### src/rtl/core/ppa_pkg.sv
// Shared types and constants for the polygon perimeter accumulator.
package ppa_pkg;

  localparam int unsigned CoordW      = 32;
  localparam int unsigned DiffW       = CoordW + 1;
  localparam int unsigned SqW         = 2 * DiffW;
  localparam int unsigned RootW       = SqW / 2;
  localparam int unsigned RemW        = RootW + 2;
  localparam int unsigned RootCntW    = $clog2(RootW + 1);
  localparam int unsigned SumW        = 48;
  localparam int unsigned MaxVertices = 1024;
  localparam int unsigned CountW      = $clog2(MaxVertices + 1);

  localparam logic [SumW-1:0] SumMax = '1;

  typedef struct packed {
    logic signed [CoordW-1:0] vertex_x;
    logic signed [CoordW-1:0] vertex_y;
    logic                     last_vertex;
  } vertex_t;

  typedef struct packed {
    logic [SumW-1:0] perimeter;
    logic            saturated;
  } result_t;

  typedef struct packed {
    logic busy;
    logic done;
  } sqrt_status_t;

endpackage

### src/rtl/core/polygon_perimeter_accumulator_core.sv
// Streaming closed-polygon perimeter: sequencer, shared squarer and saturating sum.
//
// Vertices enter on the in channel (valid/ready) as signed Q16.16 x and y,
// with last_vertex set on the final vertex of a polygon. The perimeter
// leaves on the out channel (valid/ready) as unsigned Q32.16 with a flag
// that tells whether the sum clamped at its maximum.
// The first vertex of a polygon is only stored. Every later vertex
// costs one edge: a difference step, squaring dx and then dy on the shared
// 33x33 squarer, the square root (a start, 33 bit-serial steps and a
// done) and the saturating add; no further vertex is taken until that
// edge is done. The last vertex also runs the closing edge
// plus a result load before the perimeter appears.
// in_ready_o is high only while the sequencer is idle.
// Reset clears the polygon state and empties the output register. If the
// receiver stalls, the finished result waits in the output register while
// further vertices of the next polygon are still taken; only the next
// result load waits until the pending one has been transferred.
// A polygon of one vertex gives a perimeter of zero.
module polygon_perimeter_accumulator_core (
  input  logic             clk_i,
  input  logic             rst_ni,
  input  logic             in_valid_i,
  output logic             in_ready_o,
  input  ppa_pkg::vertex_t in_data_i,
  output logic             out_valid_o,
  input  logic             out_ready_i,
  output ppa_pkg::result_t out_data_o
);
  import ppa_pkg::*;

  typedef enum logic [6:0] {
    StIdle = 7'b0000001,
    StDiff = 7'b0000010,
    StSqX  = 7'b0000100,
    StSqY  = 7'b0001000,
    StRoot = 7'b0010000,
    StAdd  = 7'b0100000,
    StFin  = 7'b1000000
  } state_e;

  state_e state_q, state_d;

  logic signed [CoordW-1:0] first_x_q, first_y_q, prev_x_q, prev_y_q;
  logic signed [CoordW-1:0] cur_x_q, cur_y_q;
  logic                     last_q;
  logic                     closing_q;
  logic [CountW-1:0]        count_q;
  logic [SumW-1:0]          sum_q;
  logic                     ovf_q;
  logic [DiffW-1:0]         dx_q, dy_q;
  logic [SqW-1:0]           sq_q;
  logic                     start_q;
  logic                     out_valid_q;
  result_t                  out_q;

  logic                     in_xfer;
  logic                     out_free;
  logic signed [CoordW-1:0] ref_x, ref_y;
  logic [DiffW-1:0]         diff_x, diff_y, mag_x, mag_y;
  logic [DiffW-1:0]         mul_op;
  logic [SqW-1:0]           product;
  logic [SumW:0]            sum_ext;
  sqrt_status_t             sqrt_status;
  logic [RootW-1:0]         root;

  assign in_ready_o = (state_q == StIdle);
  assign in_xfer    = in_valid_i && in_ready_o;
  assign out_free   = !out_valid_q || out_ready_i;

  // The closing edge runs from the last vertex back to the first one.
  assign ref_x  = closing_q ? first_x_q : prev_x_q;
  assign ref_y  = closing_q ? first_y_q : prev_y_q;
  assign diff_x = {cur_x_q[CoordW-1], cur_x_q} - {ref_x[CoordW-1], ref_x};
  assign diff_y = {cur_y_q[CoordW-1], cur_y_q} - {ref_y[CoordW-1], ref_y};
  assign mag_x  = diff_x[DiffW-1] ? (~diff_x + DiffW'(1)) : diff_x;
  assign mag_y  = diff_y[DiffW-1] ? (~diff_y + DiffW'(1)) : diff_y;

  assign mul_op  = (state_q == StSqX) ? dx_q : dy_q;
  assign product = SqW'(mul_op) * SqW'(mul_op);

  assign sum_ext = {1'b0, sum_q} + (SumW + 1)'(root);

  ppa_isqrt u_isqrt (
    .clk_i      (clk_i),
    .rst_ni     (rst_ni),
    .start_i    (start_q),
    .radicand_i (sq_q),
    .status_o   (sqrt_status),
    .root_o     (root)
  );

  always_comb begin
    state_d = state_q;
    unique case (state_q)
      StIdle: begin
        if (in_xfer) begin
          if (count_q != '0) begin
            state_d = StDiff;
          end else if (in_data_i.last_vertex) begin
            state_d = StFin;
          end
        end
      end
      StDiff: state_d = StSqX;
      StSqX:  state_d = StSqY;
      StSqY:  state_d = StRoot;
      StRoot: begin
        if (sqrt_status.done) begin
          state_d = StAdd;
        end
      end
      StAdd: begin
        if (last_q && !closing_q) begin
          state_d = StDiff;
        end else if (last_q) begin
          state_d = StFin;
        end else begin
          state_d = StIdle;
        end
      end
      StFin: begin
        if (out_free) begin
          state_d = StIdle;
        end
      end
      default: state_d = StIdle;
    endcase
  end

  always_ff @(posedge clk_i or negedge rst_ni) begin
    if (!rst_ni) begin
      state_q     <= StIdle;
      first_x_q   <= '0;
      first_y_q   <= '0;
      prev_x_q    <= '0;
      prev_y_q    <= '0;
      count_q     <= '0;
      sum_q       <= '0;
      ovf_q       <= 1'b0;
      last_q      <= 1'b0;
      closing_q   <= 1'b0;
      start_q     <= 1'b0;
      out_valid_q <= 1'b0;
    end else begin
      state_q <= state_d;
      start_q <= (state_q == StSqY);

      if (out_valid_q && out_ready_i && state_q != StFin) begin
        out_valid_q <= 1'b0;
      end

      if (in_xfer) begin
        last_q    <= in_data_i.last_vertex;
        closing_q <= 1'b0;
        if (count_q == '0) begin
          first_x_q <= in_data_i.vertex_x;
          first_y_q <= in_data_i.vertex_y;
          prev_x_q  <= in_data_i.vertex_x;
          prev_y_q  <= in_data_i.vertex_y;
        end
        if (count_q < CountW'(MaxVertices)) begin
          count_q <= count_q + CountW'(1);
        end
      end

      if (state_q == StDiff && !closing_q) begin
        prev_x_q <= cur_x_q;
        prev_y_q <= cur_y_q;
      end

      if (state_q == StAdd) begin
        closing_q <= 1'b1;
        if (sum_ext[SumW]) begin
          sum_q <= SumMax;
          ovf_q <= 1'b1;
        end else begin
          sum_q <= sum_ext[SumW-1:0];
        end
      end

      // Hand the perimeter over and start a fresh polygon.
      if (state_q == StFin && out_free) begin
        out_valid_q <= 1'b1;
        first_x_q   <= '0;
        first_y_q   <= '0;
        prev_x_q    <= '0;
        prev_y_q    <= '0;
        count_q     <= '0;
        sum_q       <= '0;
        ovf_q       <= 1'b0;
      end
    end
  end

  always_ff @(posedge clk_i) begin
    if (in_xfer) begin
      cur_x_q <= in_data_i.vertex_x;
      cur_y_q <= in_data_i.vertex_y;
    end
    if (state_q == StDiff) begin
      dx_q <= mag_x;
      dy_q <= mag_y;
    end
    if (state_q == StSqX) begin
      sq_q <= product;
    end else if (state_q == StSqY) begin
      sq_q <= sq_q + product;
    end
    if (state_q == StFin && out_free) begin
      out_q.perimeter <= sum_q;
      out_q.saturated <= ovf_q;
    end
  end

  assign out_valid_o = out_valid_q;
  assign out_data_o  = out_q;

endmodule

### src/rtl/core/ppa_isqrt.sv
// Iterative floored integer square root, one result bit per cycle.
module ppa_isqrt (
  input  logic                        clk_i,
  input  logic                        rst_ni,
  input  logic                        start_i,
  input  logic [ppa_pkg::SqW-1:0]     radicand_i,
  output ppa_pkg::sqrt_status_t       status_o,
  output logic [ppa_pkg::RootW-1:0]   root_o
);
  import ppa_pkg::*;

  logic [SqW-1:0]      rad_q, rad_d;
  logic [RemW-1:0]     rem_q, rem_d;
  logic [RootW-1:0]    root_q, root_d;
  logic [RootCntW-1:0] cnt_q, cnt_d;
  logic                busy_q, busy_d;
  logic                done_q, done_d;

  logic [RemW+1:0]     rem_sh;
  logic [RemW+1:0]     trial;

  // Bring down the next two radicand bits and try appending a one to the root.
  assign rem_sh = {rem_q, rad_q[SqW-1 -: 2]};
  assign trial  = {2'b00, root_q, 2'b01};

  always_comb begin
    rad_d  = rad_q;
    rem_d  = rem_q;
    root_d = root_q;
    cnt_d  = cnt_q;
    busy_d = busy_q;
    done_d = 1'b0;
    if (start_i) begin
      rad_d  = radicand_i;
      rem_d  = '0;
      root_d = '0;
      cnt_d  = RootCntW'(RootW);
      busy_d = 1'b1;
    end else if (busy_q) begin
      rad_d = {rad_q[SqW-3:0], 2'b00};
      if (rem_sh >= trial) begin
        rem_d  = RemW'(rem_sh - trial);
        root_d = {root_q[RootW-2:0], 1'b1};
      end else begin
        rem_d  = RemW'(rem_sh);
        root_d = {root_q[RootW-2:0], 1'b0};
      end
      cnt_d = cnt_q - RootCntW'(1);
      if (cnt_q == RootCntW'(1)) begin
        busy_d = 1'b0;
        done_d = 1'b1;
      end
    end
  end

  always_ff @(posedge clk_i or negedge rst_ni) begin
    if (!rst_ni) begin
      cnt_q  <= '0;
      busy_q <= 1'b0;
      done_q <= 1'b0;
    end else begin
      cnt_q  <= cnt_d;
      busy_q <= busy_d;
      done_q <= done_d;
    end
  end

  always_ff @(posedge clk_i) begin
    rad_q  <= rad_d;
    rem_q  <= rem_d;
    root_q <= root_d;
  end

  assign status_o.busy = busy_q;
  assign status_o.done = done_q;
  assign root_o        = root_q;

endmodule

### config.mk
export PLATFORM = sky130hd
export DESIGN_NAME = polygon_perimeter_accumulator_core
export DESIGN_NICKNAME = d
export VERILOG_FILES = /design/src/rtl/core/ppa_pkg.sv /design/src/rtl/core/polygon_perimeter_accumulator_core.sv /design/src/rtl/core/ppa_isqrt.sv
export SDC_FILE = /design/constraint.sdc
export NUM_CORES = 2
export LEC_CHECK = 0
export BUFFER_PORTS_ARGS = -buffer_cell sky130_fd_sc_hd__buf_2
export CAP_MARGIN = 20
export CORE_UTILIZATION = 58
export CTS_CLUSTER_DIAMETER = 50
export DETAILED_ROUTE_END_ITERATION = 12
export GPL_TIMING_DRIVEN = 0
export PLACE_DENSITY = 0.74
export SYNTH_ARGS = -nofsm -noshare
export SYNTH_HDL_FRONTEND = slang
export SYNTH_HIERARCHICAL = 1
export SYNTH_SLANG_ARGS = --single-unit
### constraint.sdc
create_clock -name clk_i -period 28.8 [get_ports clk_i]
set_input_delay 0 -clock clk_i [delete_from_list [all_inputs] [get_ports clk_i]]
set_output_delay 0 -clock clk_i [all_outputs]
set_load 0.02 [all_outputs]
==> results.yml <==
run_status:
  status: "finished clean"
floorplan:
  coreArea_um2: 111000
  io_pins: 120
  die_area_um2: 114000
  initial_core_util_pct: 58.9
  fp-row-count: 122
  die_y_um: 338
  chipWidth_um: 338
sta:
  slew_headroom_pct: 15.1
  hold_viol: 0
  grt_setup_unrepaired: "false"
  layout_min_cycle_time_ps: 15710
  maxSlewViolCount: 0
  fin_ws_ps: 13090
  worstMarginPinSlew_ps: 1270
  max_freq_mhz: 63.6
  skew_ps: 66.0
  setup_viol: 0
  timing.final.crit_share_pct: 54.6
  setup_tns_ps: 0
detailed_routing:
  viasPerCell: 5.87
  via_count: 52036
  drt_iter0_drc: 4517
  dr.pass1.iters: 6
  wl_per_cell_um: 22.1
  wirelength_um: 196000
  postRouteAntennaNets: 0
  post-route-drc-count: 0
synth:
  synth.cell_area_um2: 65500
  synthCells: 7018
  yosys_warnings: 6
  syn_area_per_cell_um2: 9.33
  synth_nets: 8416
placed_design:
  io_buffers: 119
  placed_cells: 8649
  gp_congestion: 1.02
  dp_hpwl_um: 154000
  place_ws_ps: 13360
cts:
  cts_root_buf: "clkbuf_16"
  cts_tree: "yes"
  numCtsBuffers: 75
  post_cts_buffers: 0
  cts.clk_slew.worst_paths_ps: 60
  cts_buffer_depth: 3
  htreeDepth: 3
  clock-sinks: 586
  insertion_delay_ps: 680
setup_path:
  end_kind: "flop"
  crit_slowest_cell: "clkbuf_1"
  critPathMaxStageDelay_ps: 850
  crit_path_start_kind: "flop"
  crit_type: "flop to flop"
  ff2ff_setup_slack_ps: 13090
  cp.arrival_ps: 16070
  crit_required_ps: 29150
  cp_max_fo: 10
  cpMostUsedCell: "fa_1"
global_routing:
  grt-ovfl-total: 0
  grt_max_degree: 112
  grtUsageMet3_pct: 6.93
  antenna_found_initial: 1
  use_met2_pct: 56.1
  grt_usage_pct: 34.9
  grt_pass1_vias: 53246
  grt_first_pass_wirelength_um: 302000
  met1_usage_pct: 45.0
  grt-busiest-layer: "met2"
finish:
  layout_common_cells: "inv_1 (1240), nand2_1 (872), fa_1 (863)"
  postLayoutCoreUtil_pct: 64.4
  final_nets: 8713
  layout.cells.non_filler: 8866
  drive_gt1_share_pct: 5.83
  syn_to_final_growth_pct: 9.43
  layout_commonest_cell: "inv_1"
run:
  drv_cap: 0
min_path:
  holdCritPathClass: "input pin to flop"
-- state kept, by name (all words and copies together) (netlist names), 6 cells and up --
name and cells:
u_isqrt/rad_q 66, u_isqrt/rem_q 35, dy_q 33, sum_q 48, out_data_o 49, sq_q 66, cur_y_q 32, state_q 7
prev_x_q 32, dx_q 33, prev_y_q 32, u_isqrt/root_o 33, cur_x_q 32, count_q 11, u_isqrt/cnt_q 6, first_y_q 32
first_x_q 32
-- layer usage --
| metal | share of wire [%] | wire length (um) | vias to the layer above |
|---|---|---|---|
| met3 | 8.8 | 17300 | 513 |
| met2 | 46 | 90000 | 2343 |
| met5 | 0 | 0 | - |
| met4 | 5.8 | 11300 | 0 |
| met1 | 39 | 77100 | 25717 |
| li1 | - | - | 23463 |
-- cell type report --
type	instances	area [um2]
tap	1488	1860
antenna	2	5.00
timing repair buffer	220	1750
buffer	283	1170
clock buffer	94	1980
multi-input combinational	4894	43800
fill	9133	39600
sequential	586	15900
inverter	1255	4710
clock inverter	44	534
-- critical path, delay by kind of cell (launching register included) --
kind,cells,cell delay (ps)
buf+inv,12,4010
compound gates,10,2940
flops,1,450
simple gates,12,1950
xor+xnor,3,890
mux,1,510
fa+ha+maj,10,4640
-- through the flow --
stage | hold slack (ps) | area, um2
2_1_floorplan | -296 | 65500
3_3_place_gp | 190 | 67900
4_1_cts | 14.9 | 71600
5_1_grt | 37.6 | 71700
6_report | 45.9 | 71700
3_5_place_dp | 91.2 | 68300
-- worst paths after layout --
kind,cells past startpoint,endpoint,startpoint
worst max-delay path,48,sq_q[65],state_q[4]
worst min-delay path,2,cur_y_q[18],in_data_i[19]
worst max register to register,48,sq_q[65],state_q[4]
worst min register to register,0,out_data_o[0],ovf_q
max in group asynchronous,4,first_x_q[4],rst_ni
min in group asynchronous,3,sum_q[22],rst_ni
-- what timing repair did --
| item | in CTS | in global routing |
|---|---|---|
| hold buffers | 72 | 0 |
| hold endpoints to repair | 314 | 0 |
| gates resized for setup | 0 | 0 |
Power is not shown: default switching activity piles up to over one toggle a cycle in this logic, so the estimate is an artifact.
